`src/design/slcfr_pkg.sv`:
```
// slcfr_pkg: shared types, constants and the crc-8 byte update for the
// sync/length/crc-8 frame receiver. No dependencies.
`timescale 1ns / 1ps

package slcfr_pkg;

  // framing bytes
  localparam logic [7:0] SYNC_FIRST   = 8'hAD;
  localparam logic [7:0] SYNC_SECOND  = 8'hDA;
  // reflected dallas/maxim polynomial
  localparam logic [7:0] CRC_POLY_REF = 8'h8C;
  // command decode
  localparam logic [7:0] CMD_QUERY    = 8'h20;
  localparam logic [7:0] CMD_RELAY    = 8'h60;
  localparam logic [7:0] RELAY_CHAN   = 8'h01;
  localparam logic [7:0] BCAST_ADDR   = 8'hFF;
  localparam logic [7:0] BCAST_CMD    = 8'hF0;
  localparam logic [7:0] MIN_PAYLOAD  = 8'd2;

  // frame kind codes
  localparam logic [2:0] KIND_CRC_ERROR = 3'd0;
  localparam logic [2:0] KIND_QUERY     = 3'd1;
  localparam logic [2:0] KIND_RELAY     = 3'd2;
  localparam logic [2:0] KIND_PROBE     = 3'd3;
  localparam logic [2:0] KIND_OTHER     = 3'd4;
  localparam logic [2:0] KIND_NOT_ADDR  = 3'd5;

  // register indexes
  localparam logic REG_OWN_ADDRESS = 1'b0;

  typedef enum logic [1:0] {
    PH_HUNT1,
    PH_HUNT2,
    PH_LENGTH,
    PH_BODY
  } phase_t;

  typedef struct packed {
    logic [7:0] relay_request;
    logic [7:0] channel_number;
    logic [7:0] command_code;
    logic       crc_good;
    logic [2:0] frame_kind;
  } result_t;

  // one byte of reflected crc-8, lsb first
  function automatic logic [7:0] crc8_update(input logic [7:0] crc, input logic [7:0] b);
    logic [7:0] c;
    c = crc;
    for (int i = 0; i < 8; i++) begin
      if (c[0] ^ b[i]) begin
        c = (c >> 1) ^ CRC_POLY_REF;
      end else begin
        c = c >> 1;
      end
    end
    return c;
  endfunction

endpackage

```
`src/design/sync_length_crc8_frame_receiver.sv`:
```
// Output: a result is registered on m_axis in the cycle after its check byte is accepted.
// Throughput: one byte per cycle; the byte crc update and the classification sit
// between the state registers and the single output register, so input stalls
// only while that register holds a result that is not taken.
// Reset: synchronous rst returns to hunting the first sync byte, clears the
// frame state, own_address and the output valid.
`timescale 1ns / 1ps

// sync_length_crc8_frame_receiver: stream top level with apb config and output
// register. Depends on slcfr_pkg and slcfr_parser.
module sync_length_crc8_frame_receiver (
  input  logic        clk,
  input  logic        rst,
  // apb config
  input  logic        psel,
  input  logic        penable,
  input  logic        pwrite,
  input  logic [2:0]  paddr,
  input  logic [31:0] pwdata,
  output logic [31:0] prdata,
  output logic        pready,
  // input stream
  input  logic        s_axis_tvalid,
  output logic        s_axis_tready,
  input  logic [7:0]  s_axis_tdata,   // [7:0] rx_byte
  // result stream
  output logic        m_axis_tvalid,
  input  logic        m_axis_tready,
  output logic [31:0] m_axis_tdata    // [2:0] frame_kind, [3] crc_good,
                                      // [11:4] command_code, [19:12] channel_number,
                                      // [27:20] relay_request, [31:28] zero
);
  import slcfr_pkg::*;

  logic       in_valid;
  logic       res_valid;
  result_t    res;
  result_t    out_res;
  logic [7:0] own_address;
  logic       cfg_write;

  // config register
  assign pready    = 1'b1;
  assign cfg_write = psel && penable && pwrite;

  always_ff @(posedge clk) begin
    if (rst) begin
      own_address <= 8'd0;
    end else if (cfg_write && paddr[2] == REG_OWN_ADDRESS) begin
      own_address <= pwdata[7:0];
    end
  end

  assign prdata = (paddr[2] == REG_OWN_ADDRESS) ? {24'd0, own_address} : 32'd0;

  // input handshake: accept whenever the output register frees up
  assign s_axis_tready = !m_axis_tvalid || m_axis_tready;
  assign in_valid      = s_axis_tvalid && s_axis_tready;

  slcfr_parser u_parser (
    .clk         (clk),
    .rst         (rst),
    .in_valid    (in_valid),
    .in_byte     (s_axis_tdata),
    .own_address (own_address),
    .res_valid   (res_valid),
    .res         (res)
  );

  // output register
  always_ff @(posedge clk) begin
    if (rst) begin
      m_axis_tvalid <= 1'b0;
    end else if (s_axis_tready) begin
      m_axis_tvalid <= res_valid;
    end
  end

  always_ff @(posedge clk) begin
    if (s_axis_tready && res_valid) begin
      out_res <= res;
    end
  end

  assign m_axis_tdata = {4'd0, out_res};

  // only defined kinds leave the block
  a_kind_range: assert property (@(posedge clk) disable iff (rst)
    m_axis_tvalid |-> m_axis_tdata[2:0] <= KIND_NOT_ADDR)
    else $error("undefined frame kind");

  // crc flag and kind agree
  a_good_kind: assert property (@(posedge clk) disable iff (rst)
    m_axis_tvalid |-> (m_axis_tdata[3] == (m_axis_tdata[2:0] != KIND_CRC_ERROR)))
    else $error("crc flag and kind disagree");

  // a parser result is never dropped while the output is blocked
  a_no_drop: assert property (@(posedge clk) disable iff (rst)
    res_valid |-> s_axis_tready)
    else $error("result raised while output stalled");

  // config write lands in the register
  a_cfg_write: assert property (@(posedge clk) disable iff (rst)
    cfg_write && paddr[2] == REG_OWN_ADDRESS |=> own_address == $past(pwdata[7:0]))
    else $error("own address write lost");

endmodule

```
`src/design/slcfr_parser.sv`:
```
// slcfr_parser: sync hunt, length and payload tracking, running crc and frame
// classification for one received byte per cycle. Depends on slcfr_pkg.
`timescale 1ns / 1ps

module slcfr_parser (
  input  logic                clk,
  input  logic                rst,
  input  logic                in_valid,
  input  logic [7:0]          in_byte,
  input  logic [7:0]          own_address,
  output logic                res_valid,
  output slcfr_pkg::result_t  res
);
  import slcfr_pkg::*;

  phase_t     phase, phase_next;
  logic [7:0] payload_length, payload_length_next;
  logic [7:0] payload_count, payload_count_next;
  logic [7:0] running_crc, running_crc_next;
  logic [7:0] held_address, held_address_next;
  logic [7:0] held_command, held_command_next;
  logic [7:0] held_channel, held_channel_next;
  logic [7:0] held_relay_state, held_relay_state_next;
  logic       in_payload;
  logic       good;

  assign in_payload = payload_count < payload_length;
  assign good       = in_byte == running_crc;

  // next state of the frame tracker
  always_comb begin
    phase_next            = phase;
    payload_length_next   = payload_length;
    payload_count_next    = payload_count;
    running_crc_next      = running_crc;
    held_address_next     = held_address;
    held_command_next     = held_command;
    held_channel_next     = held_channel;
    held_relay_state_next = held_relay_state;
    case (phase)
      PH_HUNT1: begin
        if (in_byte == SYNC_FIRST) phase_next = PH_HUNT2;
      end
      PH_HUNT2: begin
        phase_next = (in_byte == SYNC_SECOND) ? PH_LENGTH : PH_HUNT1;
      end
      PH_LENGTH: begin
        payload_length_next   = in_byte;
        payload_count_next    = 8'd0;
        running_crc_next      = 8'd0;
        held_address_next     = 8'd0;
        held_command_next     = 8'd0;
        held_channel_next     = 8'd0;
        held_relay_state_next = 8'd0;
        phase_next            = PH_BODY;
      end
      PH_BODY: begin
        if (in_payload) begin
          // first four payload bytes are captured, all go into the crc
          case (payload_count)
            8'd0:    held_address_next     = in_byte;
            8'd1:    held_command_next     = in_byte;
            8'd2:    held_channel_next     = in_byte;
            8'd3:    held_relay_state_next = in_byte;
            default: ;
          endcase
          running_crc_next   = crc8_update(running_crc, in_byte);
          payload_count_next = payload_count + 8'd1;
        end else begin
          phase_next = PH_HUNT1;
        end
      end
      default: phase_next = PH_HUNT1;
    endcase
  end

  // result on the check byte
  always_comb begin
    res_valid          = in_valid && (phase == PH_BODY) && !in_payload;
    res.crc_good       = good;
    res.command_code   = held_command;
    res.channel_number = held_channel;
    res.relay_request  = held_relay_state;
    if (!good) begin
      res.frame_kind = KIND_CRC_ERROR;
    end else if (payload_length < MIN_PAYLOAD) begin
      res.frame_kind = KIND_NOT_ADDR;
    end else if (held_address == own_address) begin
      if (held_command == CMD_QUERY) begin
        res.frame_kind = KIND_QUERY;
      end else if (held_command == CMD_RELAY && held_channel == RELAY_CHAN) begin
        res.frame_kind = KIND_RELAY;
      end else begin
        res.frame_kind = KIND_OTHER;
      end
    end else if (held_address == BCAST_ADDR && held_command == BCAST_CMD) begin
      res.frame_kind = KIND_PROBE;
    end else begin
      res.frame_kind = KIND_NOT_ADDR;
    end
  end

  // state registers, advanced on each accepted word
  always_ff @(posedge clk) begin
    if (rst) begin
      phase            <= PH_HUNT1;
      payload_length   <= 8'd0;
      payload_count    <= 8'd0;
      running_crc      <= 8'd0;
      held_address     <= 8'd0;
      held_command     <= 8'd0;
      held_channel     <= 8'd0;
      held_relay_state <= 8'd0;
    end else if (in_valid) begin
      phase            <= phase_next;
      payload_length   <= payload_length_next;
      payload_count    <= payload_count_next;
      running_crc      <= running_crc_next;
      held_address     <= held_address_next;
      held_command     <= held_command_next;
      held_channel     <= held_channel_next;
      held_relay_state <= held_relay_state_next;
    end
  end

  // count never runs past the length inside a frame
  a_count_bound: assert property (@(posedge clk) disable iff (rst)
    phase == PH_BODY |-> payload_count <= payload_length)
    else $error("payload count past length");

  // the length byte restarts the frame bookkeeping
  a_length_clear: assert property (@(posedge clk) disable iff (rst)
    in_valid && phase == PH_LENGTH |=>
      payload_count == 8'd0 && running_crc == 8'd0 && phase == PH_BODY)
    else $error("length byte did not restart frame");

  // a result only ends a frame
  a_result_ends: assert property (@(posedge clk) disable iff (rst)
    res_valid |=> phase == PH_HUNT1)
    else $error("result without return to hunt");

endmodule
```
`config.mk`:
```
export PLATFORM = sky130hd
export DESIGN_NAME = sync_length_crc8_frame_receiver
export DESIGN_NICKNAME = d
export VERILOG_FILES = /design/src/design/slcfr_pkg.sv /design/src/design/sync_length_crc8_frame_receiver.sv /design/src/design/slcfr_parser.sv
export SDC_FILE = /design/constraint.sdc
export NUM_CORES = 1
export LEC_CHECK = 0
export ABC_AREA = 0
export BUFFER_PORTS_ARGS = -buffer_cell sky130_fd_sc_hd__buf_2
export CORE_ASPECT_RATIO = 1.25
export CORE_MARGIN = 2
export CORE_UTILIZATION = 30
export DETAILED_ROUTE_END_ITERATION = 8
export GPL_ROUTABILITY_DRIVEN = 0
export GPL_TIMING_DRIVEN = 0
export MAX_ROUTING_LAYER = met4
export PLACE_DENSITY_LB_ADDON = 0.1
export SLEW_MARGIN = 10
export SYNTH_ARGS = -nofsm -noshare
export SYNTH_HDL_FRONTEND = slang
export SYNTH_SLANG_ARGS = --single-unit
export TNS_END_PERCENT = 30
```
`constraint.sdc`:
```
create_clock -name clk -period 3.05 [get_ports clk]
set_input_delay 0.305 -clock clk [delete_from_list [all_inputs] [get_ports clk]]
set_output_delay 0.305 -clock clk [all_outputs]
set_load 0.03 [all_outputs]
```
After elaboration in Yosys (flattened, before gate mapping)
Index checks and enable logic that the tools add are counted.
- add/sub/neg operators: 1
- magnitude comparators: 2
- equal/unequal tests: 22
- mux-type cells: 48
- bitwise gates (word level): 18
- reductions and logical operators: 23
- operator list (operator ; count):
    $mux 8 ; 33
    $pmux 8 s2 ; 6
    $eq 8x8->1 const B ; 4
    $not 2->3 ; 8
    $eq 8x1->1 const B ; 2
    $eq 8x2->1 const B ; 2
    $eq 8x8->1 ; 2
    $reduce_and 4->1 ; 4
    $mux 3 ; 5
    $ne 2x2->1 const B ; 5
    $logic_and 1x1->1 ; 9
    $add 8x1->8 const B ; 1
    $eq 8x6->1 const B ; 1
    $eq 8x7->1 const B ; 1
    $logic_not 8->1 ; 1
    $lt 8x2->1 const B ; 1
    $lt 8x8->1 ; 1
    $pmux 2 s4 ; 1
    $xor 1x1->1 ; 8
    $mux 2 ; 3
    $reduce_and 3->1 ; 2
    $eq 2x2->1 const B ; 2
    $ne 2x1->1 const B ; 2
    $eq 2x1->1 const B ; 1
    other kinds (7) ; 9
- register bits: 95
- output and inout port bits: 67
- logic and storage cells: 130

Logic depth before layout (Yosys ltp)
- word-level depth: 32
- depth in mapped cells: 10

Modules after synthesis
Synthesis repeated with hierarchy kept, for this count alone.
- cell total of the unflattened synthesis: 468
- area, all modules: 4769.6 um2
- modules (own cells, without submodules) (module ; times used ; cells an instance ; area an instance (um2) ; sequential area each (um2)):
    slcfr_parser ; 1 ; 360 ; 3220.6 ; 1161.1
    sync_length_crc8_frame_receiver ; 1 ; 108 ; 1549.0 ; 1021.0

Worst setup path after synthesis
No wires, ideal clock.
- path type: flip-flop to flip-flop
- start point: reg u_parser.payload_length[7]
- end point: reg out_res, in the netlist m_axis_tdata[0], enable pin
- library setup time: 383 ps
- arrival time: 2158 ps
- data required time: 2667 ps
- slack: 509 ps
- cell stages (with the launch flop): 9
- clock period less this slack: 2541 ps
- cell sequence: dfxtp_1 > inv_1 > ha_1 > nand2_1 > o21ai_0 > a21o_2 > clkbuf_1 > nand3_1 > inv_1
- cells in the longest elaborated chain, start to end: 4
- ends and longest elaborated chain (item ; RTL line ; text):
    start: declaration ; slcfr_parser.sv:17 ; logic [7:0] payload_length, payload_length_next;
    start signal: assignment ; slcfr_parser.sv:116 ; payload_length <= payload_length_next;
    $lt 8x8->1 ; slcfr_parser.sv:27 ; assign in_payload = payload_count < payload_length;
    $logic_not 1->1 ; slcfr_parser.sv:79 ; res_valid = in_valid && (phase == PH_BODY) && !in_payload;
    $logic_and 1x1->1 ; slcfr_parser.sv:79 ;
    $logic_and 1x1->1 ; sync_length_crc8_frame_receiver.sv:80 ; if (s_axis_tready && res_valid) begin
    end signal: assignment ; sync_length_crc8_frame_receiver.sv:81 ; out_res <= res;
    end: declaration ; sync_length_crc8_frame_receiver.sv:38 ; result_t out_res;
No other way between the ends.
A chain may end at the register's enable or synchronous reset.

Worst setup path in the final report
- start point: reg u_parser.payload_count[1]
- end point: reg out_res, in the netlist m_axis_tdata[2], enable pin
- cells in the longest elaborated chain, start to end: 4
- ends and longest elaborated chain (item ; RTL line ; text):
    start: declaration ; slcfr_parser.sv:18 ; logic [7:0] payload_count, payload_count_next;
    start signal: assignment ; slcfr_parser.sv:117 ; payload_count <= payload_count_next;
    $lt 8x8->1 ; slcfr_parser.sv:27 ;
    $logic_not 1->1 ; slcfr_parser.sv:79 ;
    $logic_and 1x1->1 ; slcfr_parser.sv:79 ;
    $logic_and 1x1->1 ; sync_length_crc8_frame_receiver.sv:80 ;
No other way between the ends.

==> impl_metrics.tcl <==
set metrics [dict create \
    slew_headroom 0.600 \
    final_cells 727 \
    antenna_found_initial 0 \
    min_period_over_period 0.917 \
    clkTransAtPathRegs_ps 70 \
    grt-ovfl-total 0 \
    p_leak_nw 2.40 \
    ys_types 46 \
    drv_cap 0 \
    hold_viol_final 0 \
    wl_mm 10.6 \
    final.setup_skew_ps 6.86 \
    cts_buffer_depth 2 \
    syn-instance-count 441 \
    syn2layout_area_growth_pct 20.4 \
    ios 117 \
    ys_async_sr_fraction 0 \
    design.core.area_sq_um 14800 \
    synth_most_common_cell "nand2_1" \
    syn_area_sq_um 4490 \
    gr-usage-all-layers 0.143 \
    drt-wirelength-per-cell_um 14.6 \
    critical_path_class "reg2reg" \
    drtPass1Iterations 4 \
    final_max_slew_viol_count 0 \
    num_antenna_cells 0 \
    antenna_left 0 \
    htreeDepth 3 \
    cts_root_buf "clkbuf_16" \
    power_density_nw_per_um2 475 \
    fillers 1493 \
    holdWs_ps 190 \
    initial_core_util 0.303 \
    clock_sinks 95 \
    critPathMaxFanout 28 \
    outcome "finished clean" \
    synth_seq_cells 95 \
    dieArea_sq_um 16000 \
    dp.cells 711 \
    endpoint_kind "flip-flop" \
    ys_top_cells_by_count "69 x nand2_1, 67 x dfxtp_1, 46 x mux2i_1" \
    nets 601 \
    synth_area_leader_cell "dfxtp_1" \
    ys_seq_area_frac 0.486 \
    grt_pass1_wl_mm 17.2 \
    grt_setup_unrepaired "false" \
    p_total_mw 2.57 \
    drtIter0Drc 152 \
    post_cts_buffers 0 \
    ir_drop_mv 0.213 \
    cpPeakStageDelay_ps 520 \
    postPlaceCellArea_sq_um 5120 \
    fmax_mhz 358 \
    die_h_um 141 \
    synth_ff_type "dfxtp_1" \
    worstSetupStartpointType "flip-flop" \
    std_cell_rows 50 \
    synthTopCellsByArea "dfxtp_1 30%, edfxtp_1 19%, mux2i_1 10%" \
    drive_above_1_share 0.229 \
    stdcell_area_sq_um 5410 \
    hpwl_mm 7.99 \
    cts_buffers 9 \
    die_w_um 113 \
    grt_max_degree 29 \
    syn_area_per_cell_sq_um 10.2 \
    setup_viol 0 \
    synth-edff-count 28 \
    crit_slowest_cell "clkinvlp_4" \
    arrival_ps 2710 \
    min_path_type "in2reg" \
    ys.warnings.count 0 \
    fin_crit_ps 2800 \
    worst_pin_slew_ps 595 \
    numPortBuffers 61 \
    yosysTopAreaCellShare 0.299 \
    viasPerCell 4.51 \
    first_global_vias 3298 \
    clkLatencyLatePin_ps 350 \
    cts_tree "done" \
    vias 3276 \
    drc_errors 0 \
    required_ps 2960 \
    worstPathCellList "ha_1 > a2111o_1 > a21o_2 > clkbuf_1 > nand3_1 > clkinvlp_4" \
]
-- logic make-up (layout without fill, tap and decap cells) --
family | Yosys count | after routing | share of synthesized area
AO/OA/AOI/OAI | 43 | 43 | 0.0677
XOR/XNOR | 29 | 29 | 0.0613
other | 2 | 29 | 0.00167
buffers and inverters | 65 | 142 | 0.0808
AND/OR/NAND/NOR | 149 | 149 | 0.167
multiplexers | 47 | 47 | 0.105
flip-flops | 95 | 95 | 0.486
adder cells (fa/ha/maj) | 11 | 11 | 0.0306
-- per-stage QoR --
step | utilization | worst slack, ps | setup TNS [ps]
final | 0.365 | 255 | 0
after global routing | 0.365 | 10.6 | 0
after CTS | 0.365 | 142 | 0
after detailed placement | 0.346 | -172 | -4760
after global placement | 0.346 | -39.0 | -1020
after floorplan | - | 509 | 0
-- path summary, 6_finish.rpt --
path,start,to,slack [ps],cells past startpoint
min reg2reg,u_parser.held_relay_state[5]$_SDFFE_PP0P_,m_axis_tdata[25]$_DFFE_PP_,430,0
max reg2reg,u_parser.payload_count[1]$_SDFFE_PP0P_,m_axis_tdata[2]$_SDFFCE_PN0P_,250,6
min,pwdata[4],own_address[4]$_SDFFE_PP0P_,190,3
max,u_parser.payload_count[1]$_SDFFE_PP0P_,m_axis_tdata[2]$_SDFFCE_PN0P_,250,6
-- final cells by class --
class	instances	area, sq um	share of cell area
Clock buffer	9	225	0.0416
Sequential cell	95	2180	0.404
Inverter	21	82.6	0.0153
Clock inverter	7	53.8	0.00995
Multi-Input combinational cell	308	2050	0.379
Timing Repair Buffer	61	305	0.0565
Tap cell	182	228	0.0421
Buffer	44	284	0.0525
-- report_power, final --
part | switching, mW | total [mW] | internal (mW)
sequential | 0.00202 | 1.29 | 1.29
combinational | 0.121 | 0.195 | 0.0746
clock | 0.515 | 1.08 | 0.562
-- routing by layer --
layer  share of wire  GRT usage
met5               0          -
met4           0.016     0.0494
met3           0.038     0.0262
met2            0.50      0.243
met1            0.45      0.170
-- flip-flops by register name (all words and copies together) (netlist names), named ones only --
register,cells
m_axis_tdata,28
m_axis_tvalid,1
own_address,8
u_parser.held_address,8
u_parser.held_channel,8
u_parser.held_command,8
u_parser.held_relay_state,8
u_parser.payload_count,8
u_parser.payload_length,8
u_parser.phase,1
u_parser.running_crc,8
-- placed cells by master (no fill, tap or decap), drive strengths merged, types with 13 or more instances in the layout --
cell and n:
dfxtp 67, conb 29, inv 23, buf 96
xnor2 24, edfxtp 28, clkbuf 18, nand2 73
nor2 13, a21oi 20, mux2i 46
-- critical path: cells and delay by family (launching register included) --
kind                       cells  cell delay [ps]
AOI/OAI and AO/OA              2              660
adders and majority gates      1              280
buffers and inverters          2              740
DFF                            1              460
and+or+nand+nor                1              210
-- repair_timing --
item / 4_1_cts / 5_1_grt
resized for setup: 1 / 1
setup endpoints to repair: 28 / 28
hold buffers: 0 / 0
No activity file was read; power rests on OpenSTA's default activity.
